**config.mk**
```make
export PLATFORM = sky130hd
export DESIGN_NAME = fletcher32_odd_length_checksum_top_flat
export DESIGN_NICKNAME = d
export VERILOG_FILES = /design/src/hdl/fl32_pkg.sv /design/src/hdl/fl32_if.sv /design/src/hdl/fl32_accum.sv /design/src/hdl/fletcher32_odd_length_checksum_top.sv /design/src/flat_wrapper.sv
export VERILOG_INCLUDE_DIRS = /design/src /design/src/hdl
export SDC_FILE = /design/constraint.sdc
export NUM_CORES = 1
export LEC_CHECK = 0
export BUFFER_PORTS_ARGS = -buffer_cell sky130_fd_sc_hd__buf_2
export CORE_AREA = 3 3 165 167
export CTS_CLUSTER_SIZE = 40
export DETAILED_ROUTE_END_ITERATION = 8
export DIE_AREA = 0 0 168 170
export PLACE_DENSITY = 0.71
export SLEW_MARGIN = 20
export SYNTH_ARGS = -nofsm -noshare
export SYNTH_HDL_FRONTEND = slang
export SYNTH_HIERARCHICAL = 1
export SYNTH_SLANG_ARGS = --single-unit
```
**constraint.sdc**
```tcl
create_clock -name i_clk -period 6.4 [get_ports i_clk]
set_input_delay 0.32 -clock i_clk [delete_from_list [all_inputs] [get_ports i_clk]]
set_output_delay 0.32 -clock i_clk [all_outputs]
set_load 0.005 [all_outputs]
```
**src/hdl/assert_macros.svh**
```systemverilog
// assertion macros for the rtl of the fletcher-32 block, included by fl32_accum
// no dependencies; define NO_ASSERTIONS to compile them out
`ifndef ASSERT_MACROS_SVH
`define ASSERT_MACROS_SVH

`ifndef NO_ASSERTIONS

// property must hold at every clock edge outside reset
`define FL32_ASSERT(lbl, clk, rst_n, prop) \
    lbl: assert property (@(posedge clk) disable iff (!rst_n) (prop)) \
        else $error("fl32 assertion failed");

// condition must never be seen at a clock edge outside reset
`define FL32_NEVER(lbl, clk, rst_n, cond) \
    lbl: assert property (@(posedge clk) disable iff (!rst_n) !(cond)) \
        else $error("fl32 forbidden condition");

`else

`define FL32_ASSERT(lbl, clk, rst_n, prop)
`define FL32_NEVER(lbl, clk, rst_n, cond)

`endif

`endif

```
**src/hdl/fl32_pkg.sv**
```systemverilog
// types, constants and the 16-bit fold for the fletcher-32 block
// no dependencies
package fl32_pkg;

    localparam int unsigned SUM_W   = 32;
    localparam int unsigned HALF_W  = 16;
    localparam int unsigned BYTE_W  = 8;
    localparam int unsigned CNT_W   = 9;

    localparam logic [SUM_W-1:0] START_SUM   = 32'h0000_ffff;
    localparam logic [CNT_W-1:0] BLOCK_WORDS = 9'd360;

    typedef struct packed {
        logic [BYTE_W-1:0] data_byte;
        logic              last_byte;
    } t_item;

    typedef struct packed {
        logic [SUM_W-1:0] second_sum;
        logic [SUM_W-1:0] first_sum;
    } t_sums;

    // low half plus high half
    function automatic logic [SUM_W-1:0] fold16(input logic [SUM_W-1:0] x);
        fold16 = {{HALF_W{1'b0}}, x[HALF_W-1:0]} + {{HALF_W{1'b0}}, x[SUM_W-1:HALF_W]};
    endfunction

endpackage

```
**src/hdl/fl32_if.sv**
```systemverilog
// valid/ready channel interfaces of the fletcher-32 block
// depends on fl32_pkg for the field widths
interface fl32_byte_if;
    logic                      valid;
    logic                      ready;
    logic [fl32_pkg::BYTE_W-1:0] data_byte;
    logic                      last_byte;

    modport source (output valid, output data_byte, output last_byte, input ready);
    modport sink   (input valid, input data_byte, input last_byte, output ready);
endinterface

interface fl32_sum_if;
    logic                       valid;
    logic                       ready;
    logic [fl32_pkg::SUM_W-1:0] checksum;

    modport source (output valid, output checksum, input ready);
    modport sink   (input valid, input checksum, output ready);
endinterface

```
**src/hdl/fl32_accum.sv**
```systemverilog
// running sums, block counter and byte phase of the fletcher-32 block
// depends on fl32_pkg and assert_macros.svh
`include "assert_macros.svh"

module fl32_accum (
    input  logic           i_clk,
    input  logic           i_rst_n,
    input  logic           i_step,
    input  fl32_pkg::t_item i_item,
    output fl32_pkg::t_sums o_sums
);
    import fl32_pkg::*;

    logic [SUM_W-1:0] r_s1;
    logic [SUM_W-1:0] r_s2;
    logic [CNT_W-1:0] r_cnt;
    logic             r_hi;
    logic             r_fp;

    logic             do_fold;
    logic [SUM_W-1:0] base1;
    logic [SUM_W-1:0] base2;
    logic [SUM_W-1:0] addend;
    logic [SUM_W-1:0] sum1;
    logic [SUM_W-1:0] sum2;
    logic [SUM_W-1:0] n_s2;
    logic [CNT_W-1:0] cnt_inc;
    logic             wrap;
    logic             at_start;

    always_comb begin
        // pending block fold goes ahead of a low byte, except a trailing odd byte
        do_fold = r_fp && !r_hi && !i_item.last_byte;
        base1   = do_fold ? fold16(r_s1) : r_s1;
        base2   = do_fold ? fold16(r_s2) : r_s2;
        addend  = r_hi ? {{(SUM_W-HALF_W){1'b0}}, i_item.data_byte, {BYTE_W{1'b0}}}
                       : {{(SUM_W-BYTE_W){1'b0}}, i_item.data_byte};
        sum1    = base1 + addend;
        sum2    = base2 + sum1;
        n_s2    = (r_hi || i_item.last_byte) ? sum2 : base2;
        cnt_inc = r_cnt + 1'b1;
        wrap    = r_hi && (cnt_inc == BLOCK_WORDS);
    end

    assign o_sums = '{second_sum: sum2, first_sum: sum1};

    // sums and counters back at their start values
    assign at_start = (r_s1 == START_SUM) && (r_s2 == START_SUM) && !r_hi && (r_cnt == '0);

    always_ff @(posedge i_clk) begin
        if (!i_rst_n || (i_step && i_item.last_byte)) begin
            r_s1  <= START_SUM;
            r_s2  <= START_SUM;
            r_cnt <= '0;
            r_hi  <= 1'b0;
            r_fp  <= 1'b0;
        end else if (i_step) begin
            r_s1 <= sum1;
            r_s2 <= n_s2;
            r_hi <= !r_hi;
            r_fp <= wrap;
            if (r_hi) begin
                r_cnt <= wrap ? '0 : cnt_inc;
            end
        end
    end

    `FL32_NEVER(a_no_fold_on_high, i_clk, i_rst_n, r_hi && r_fp)
    `FL32_ASSERT(a_cnt_range, i_clk, i_rst_n, r_cnt < BLOCK_WORDS)
    `FL32_ASSERT(a_restart, i_clk, i_rst_n, (i_step && i_item.last_byte) |=> at_start)
    `FL32_ASSERT(a_fold_only_at_wrap, i_clk, i_rst_n, $rose(r_fp) |-> ($past(r_hi) && r_cnt == '0))

endmodule

```
**src/hdl/fletcher32_odd_length_checksum_top.sv**
```systemverilog
// top level of the streaming fletcher-32 checksum with odd-length handling
// depends on fl32_pkg, fl32_if and fl32_accum
//
// usage
//   i_in carries one message byte per request, data_byte plus last_byte, which
//   marks the final byte of a message. bytes pair up as little-endian 16-bit
//   words; a trailing odd byte counts as a low byte. sums fold every 360 words.
//   o_out carries one request per message: checksum = second sum in bits 31:16,
//   first sum in bits 15:0, taken when the final byte is accepted.
// throughput and pipeline
//   one byte per clock is sustained while no final byte waits on a stalled
//   o_out. a byte sits in the input register, then updates the running sums
//   or, if final, has its sums captured in the pre-fold register; the final
//   fold is done on the way into the output register, which drives o_out.
// reset
//   i_rst_n low at a rising edge clears all stages and restarts the sums at
//   0xffff; after each message the sums restart on their own.
// stall
//   a stalled o_out holds its checksum; one more finished message waits in the
//   pre-fold register, and bytes keep flowing until a further final byte needs
//   that slot, then i_in.ready drops.

module fletcher32_odd_length_checksum_top (
    input  logic       i_clk,
    input  logic       i_rst_n,
    fl32_byte_if.sink  i_in,
    fl32_sum_if.source o_out
);
    import fl32_pkg::*;

    // input register stage
    logic  r_in_vld;
    t_item r_in;
    // finished sums before the final fold
    logic  r_fin_vld;
    t_sums r_fin;
    // output register
    logic             r_out_vld;
    logic [SUM_W-1:0] r_out_sum;

    logic             out_free;
    logic             fin_move;
    logic             fin_free;
    logic             in_step;
    logic             in_free;
    logic [SUM_W-1:0] f1;
    logic [SUM_W-1:0] f2;
    t_sums            sums;

    // ready chain: a stage may load when it is empty or empties this cycle
    assign out_free = !r_out_vld || o_out.ready;
    assign fin_move = r_fin_vld && out_free;
    assign fin_free = !r_fin_vld || fin_move;
    // non-final bytes only touch the running sums and never wait
    assign in_step  = r_in_vld && (!r_in.last_byte || fin_free);
    assign in_free  = !r_in_vld || in_step;

    assign i_in.ready     = in_free;
    assign o_out.valid    = r_out_vld;
    assign o_out.checksum = r_out_sum;

    fl32_accum u_accum (
        .i_clk   (i_clk),
        .i_rst_n (i_rst_n),
        .i_step  (in_step),
        .i_item  (r_in),
        .o_sums  (sums)
    );

    // final fold, applied twice, leaves each sum within 16 bits
    always_comb begin
        f1 = fold16(fold16(r_fin.first_sum));
        f2 = fold16(fold16(r_fin.second_sum));
    end

    always_ff @(posedge i_clk) begin
        if (!i_rst_n) begin
            r_in_vld  <= 1'b0;
            r_fin_vld <= 1'b0;
            r_out_vld <= 1'b0;
        end else begin
            if (in_free) begin
                r_in_vld <= i_in.valid;
            end
            if (fin_free) begin
                r_fin_vld <= in_step && r_in.last_byte;
            end
            if (out_free) begin
                r_out_vld <= r_fin_vld;
            end
        end
    end

    // payload registers
    always_ff @(posedge i_clk) begin
        if (in_free && i_in.valid) begin
            r_in <= '{data_byte: i_in.data_byte, last_byte: i_in.last_byte};
        end
        if (in_step && r_in.last_byte) begin
            r_fin <= sums;
        end
        if (fin_move) begin
            r_out_sum <= {f2[HALF_W-1:0], f1[HALF_W-1:0]};
        end
    end

endmodule
```
**src/flat_wrapper.sv**
```systemverilog
// flat-port wrapper written by rule: the top's interface ports become plain ports
module fletcher32_odd_length_checksum_top_flat import fl32_pkg::*;
  (i_clk, i_rst_n, i_in_valid, i_in_data_byte, i_in_last_byte, i_in_ready, o_out_valid, o_out_checksum, o_out_ready);
  fl32_byte_if i_in_i ();
  fl32_sum_if o_out_i ();
  input  logic i_clk;
  input  logic i_rst_n;
  input wire logic [$bits(i_in_i.valid)-1:0] i_in_valid;
  input wire logic [$bits(i_in_i.data_byte)-1:0] i_in_data_byte;
  input wire logic [$bits(i_in_i.last_byte)-1:0] i_in_last_byte;
  output wire logic [$bits(i_in_i.ready)-1:0] i_in_ready;
  output wire logic [$bits(o_out_i.valid)-1:0] o_out_valid;
  output wire logic [$bits(o_out_i.checksum)-1:0] o_out_checksum;
  input wire logic [$bits(o_out_i.ready)-1:0] o_out_ready;
  assign i_in_i.valid = i_in_valid;
  assign i_in_i.data_byte = i_in_data_byte;
  assign i_in_i.last_byte = i_in_last_byte;
  assign i_in_ready = i_in_i.ready;
  assign o_out_valid = o_out_i.valid;
  assign o_out_checksum = o_out_i.checksum;
  assign o_out_i.ready = o_out_ready;
  fletcher32_odd_length_checksum_top u_core (.i_clk(i_clk), .i_rst_n(i_rst_n), .i_in(i_in_i), .o_out(o_out_i));
endmodule
```
==> flow_summary.yaml <==
outcome:
  outcome: "finished clean"
job:
  drv_cap: 0
logic_synthesis:
  synthFlopType: "edfxtp_1"
  synth_area_per_cell_sq_um: 9.06
  seq_area_frac_synth_pct: 35.8
  netlist_area_sq_mm: 0.0132
  synth_edf_count: 105
  synth_cell_types: 90
  synthCells: 1453
  synth-seq-cells: 183
  yosysWarnings: 6
  async_flop_share_pct: 0
  syn_nets: 1594
floorplan:
  rows: 59
  die_area_sq_mm: 0.0286
  fp.dieH_um: 170
  pin_count: 47
  initial_core_util_pct: 50.8
  coreArea_sq_mm: 0.0259
  die_w_um: 168
drt:
  wl_per_cell_um: 18.7
  drt-total-wl_mm: 35.3
  vias: 11200
  first_pass_iters: 5
  viasPerCell: 5.94
  drtIter0Drc: 1018
  drcViolationCount: 0
  postRouteAntennaNets: 0
final_layout:
  stdcell_area_sq_mm: 0.0149
  n_fill_cell: 2285
  layout.cells.most_common: "nand2_1"
  syn_to_final_growth_pct: 13.2
  nNetsFinal: 1681
  num_antenna_cells: 0
  mostFrequentLayoutCells: "nand2_1, nor2_1, ha_1, edfxtp_1, a21oi_1"
  fin_cells: 1888
  drive_above_1_share_pct: 12.9
timing:
  layout_min_cycle_time_ns: 6.12
  setup_violations: 0
  slew_headroom_pct: 32.6
  slew_violations: 0
  period_share_pct: 95.7
  worstMarginPinSlew_ns: 1.01
  fmax_mhz: 163
  fin_skew_ns: 0.0148
  rsz0062_at_grt: "yes"
  hold_viol_final: 0
placed_design:
  io_buffers: 46
  gp_congestion: 0.971
  hpwl_mm: 26.8
  post_dp_cell_area_sq_mm: 0.0142
  dp_cells: 1852
setup_path:
  cp.arrival_ns: 6.45
  worst_r2r_path_depth: 26
  crit_path_top_delay_cell: "or4_4"
  critPathCapture: "u_core/u_accum/r_s2[31]$_SDFFE_PP0P_"
  startpoint: "u_core/u_accum/r_s1[0]$_SDFFE_PP1P_"
  cp-end-kind: "flop"
  crit_path_start_kind: "flop"
  worst-r2r-setup-slack_ns: 0.28
  required_ns: 6.72
  path_max_fanout: 4
  reg2reg_to: "u_core/u_accum/r_s2[31]$_SDFFE_PP0P_"
  cp_slowest_stage_delay_ns: 0.57
  r2r_start: "u_core/u_accum/r_s1[0]$_SDFFE_PP1P_"
  critPathKind: "flop to flop"
power_and_ir_drop:
  ir_drop_v: 0.000216
  power.density_mw_per_mm2: 290
  p_leak_nw: 6.10
clock_tree:
  clock_path_buffers: 2
  cts_buffers: 17
  ctsHoldBuffers: 0
  clock_latency_ns: 0.44
  clkSinkCount: 183
  tritoncts: "yes"
  path_clk_slew_ns: 0.08
  cts_root_buf: "clkbuf_16"
  cts_max_level: 4
min_path:
  hp-class: "primary input to flop"
global_routing:
  overflow: 0
  grt_pass1_wl_mm: 55.9
  grt_pass1_vias: 10400
  grt_max_degree: 65
  grtUsageTotal_pct: 24.5
  grt_antenna_before_repair: 0
repair_timing:
action                                  4_1_cts  5_1_grt
buffers inserted                              0        4
gates resized for setup                       2       30
endpoints found under the setup margin        2       19
pin swaps                                     0        8
stage by stage:
step	setup slack, ns	hold WS [ns]	power (mW)	util (%)	setup TNS [ns]
after global routing	-0.0560	0.0420	4.57	57.5	-0.159
after global placement	-0.146	0.482	3.19	54.6	-0.481
after detailed placement	-0.0103	0.489	3.22	54.6	-0.0103
after floorplan	0.213	0.409	2.64	-	0
after CTS	0.0284	0.0380	4.28	56.9	0
final	0.276	0.0527	4.32	57.5	0
sequential cells by signal, indices dropped and copies added, names as in the netlist:
register / cells
u_core/r_fin: 64
u_core/r_in_vld: 1
u_core/r_fin_vld: 1
u_core/o_out.checksum: 32
u_core/u_accum/r_hi: 1
u_core/u_accum/r_s1: 32
u_core/u_accum/r_cnt: 9
u_core/o_out.valid: 1
u_core/u_accum/r_s2: 32
u_core/r_in: 9
u_core/u_accum/r_fp: 1
critical path, delay by kind of cell (launching register included):
family,cells,cell delay (ns)
buffers and inverters,1,0.20
AND/OR/NAND/NOR,6,1.41
multiplexers,1,0.19
adder cells (fa/ha/maj),4,1.27
AO/OA/AOI/OAI,11,2.21
flip-flops,1,0.33
XOR/XNOR,3,0.42
cells by family after synthesis:
group           after synthesis  synth area share, %
xor+xnor                    133                 8.96
simple gates                497                 18.9
fa+ha+maj                   128                 12.5
buf+inv                      87                 2.53
compound gates              411                 20.2
mux                          14                 1.06
flops                       183                 35.8
area by class of cell:
class / instances / area (sq um) / area share (%)
Inverter: 39 / 146 / 0.983
Sequential cell: 183 / 4710 / 31.6
Clock buffer: 18 / 429 / 2.88
Tap cell: 335 / 419 / 2.81
Clock inverter: 14 / 156 / 1.05
Multi-Input combinational cell: 1183 / 8270 / 55.5
Timing Repair Buffer: 116 / 759 / 5.10
Yosys cell counts (5+ instances only):
master	n	share of area [%]
nand3_1	43	1.6
fa_1	6	0.91
a22o_1	11	0.73
ha_1	122	12
o21ai_0	107	4.1
nand2b_1	17	0.81
a31oi_1	17	0.81
a211oi_1	18	1.0
o41ai_1	6	0.40
nand2_1	152	4.3
a21oi_1	106	4.0
nor2_1	132	3.8
edfxtp_1	105	24
a21boi_0	6	0.34
mux2i_1	14	1.1
a21o_1	28	1.6
or3_1	13	0.62
dfxtp_1	78	12
inv_1	38	1.1
o31ai_1	5	0.29
nand3b_1	7	0.40
o21bai_1	13	0.74
xnor2_1	62	4.1
and2_1	31	1.5
o311ai_0	5	0.33
o21ai_1	6	0.23
nor2b_1	18	0.86
a22oi_1	5	0.29
clkbuf_1	40	1.1
o21a_1	15	0.86
or2_2	6	0.29
and3_1	14	0.67
nor3b_1	9	0.51
nor3_1	12	0.46
nand4_1	10	0.48
o211ai_1	12	0.68
xor2_1	70	4.7
buf_2	5	0.19
how the worst min path moves through the flow:
stage                                              from                                    to  slack, ns  cells after the start
after floorplan                                 i_rst_n  u_core/u_accum/r_s2[12]$_SDFFE_PP1P_       0.41                      1
after global placement    u_core/r_fin_vld$_SDFFE_PN0P_         u_core/r_fin_vld$_SDFFE_PN0P_       0.48                      2
after detailed placement  u_core/r_fin_vld$_SDFFE_PN0P_         u_core/r_fin_vld$_SDFFE_PN0P_       0.49                      2
after CTS                             i_in_data_byte[7]              u_core/r_in[8]$_DFFE_PP_       0.04                      1
after global routing                  i_in_data_byte[3]              u_core/r_in[4]$_DFFE_PP_       0.04                      1
final                                 i_in_data_byte[7]              u_core/r_in[8]$_DFFE_PP_       0.05                      1
layer usage:
| metal | vias to the layer above | part of all wire, % | track usage, % |
|---|---|---|---|
| li1 | 5517 | - | - |
| met1 | 5283 | 46 | 34.3 |
| met2 | 367 | 46 | 40.2 |
| met3 | 42 | 6.3 | 3.39 |
| met4 | 0 | 1.9 | 6.65 |
| met5 | - | 0 | 0 |
where the power goes:
part           leakage, nW  total [mW]  internal [mW]  switching [mW]
combinational         4.24        1.81          0.703            1.11
sequential            1.57        1.44           1.40          0.0440
clock                0.283        1.06          0.525           0.533
total                 6.10        4.32           2.63            1.69
Note: power is estimated with default switching activity, not from simulation.
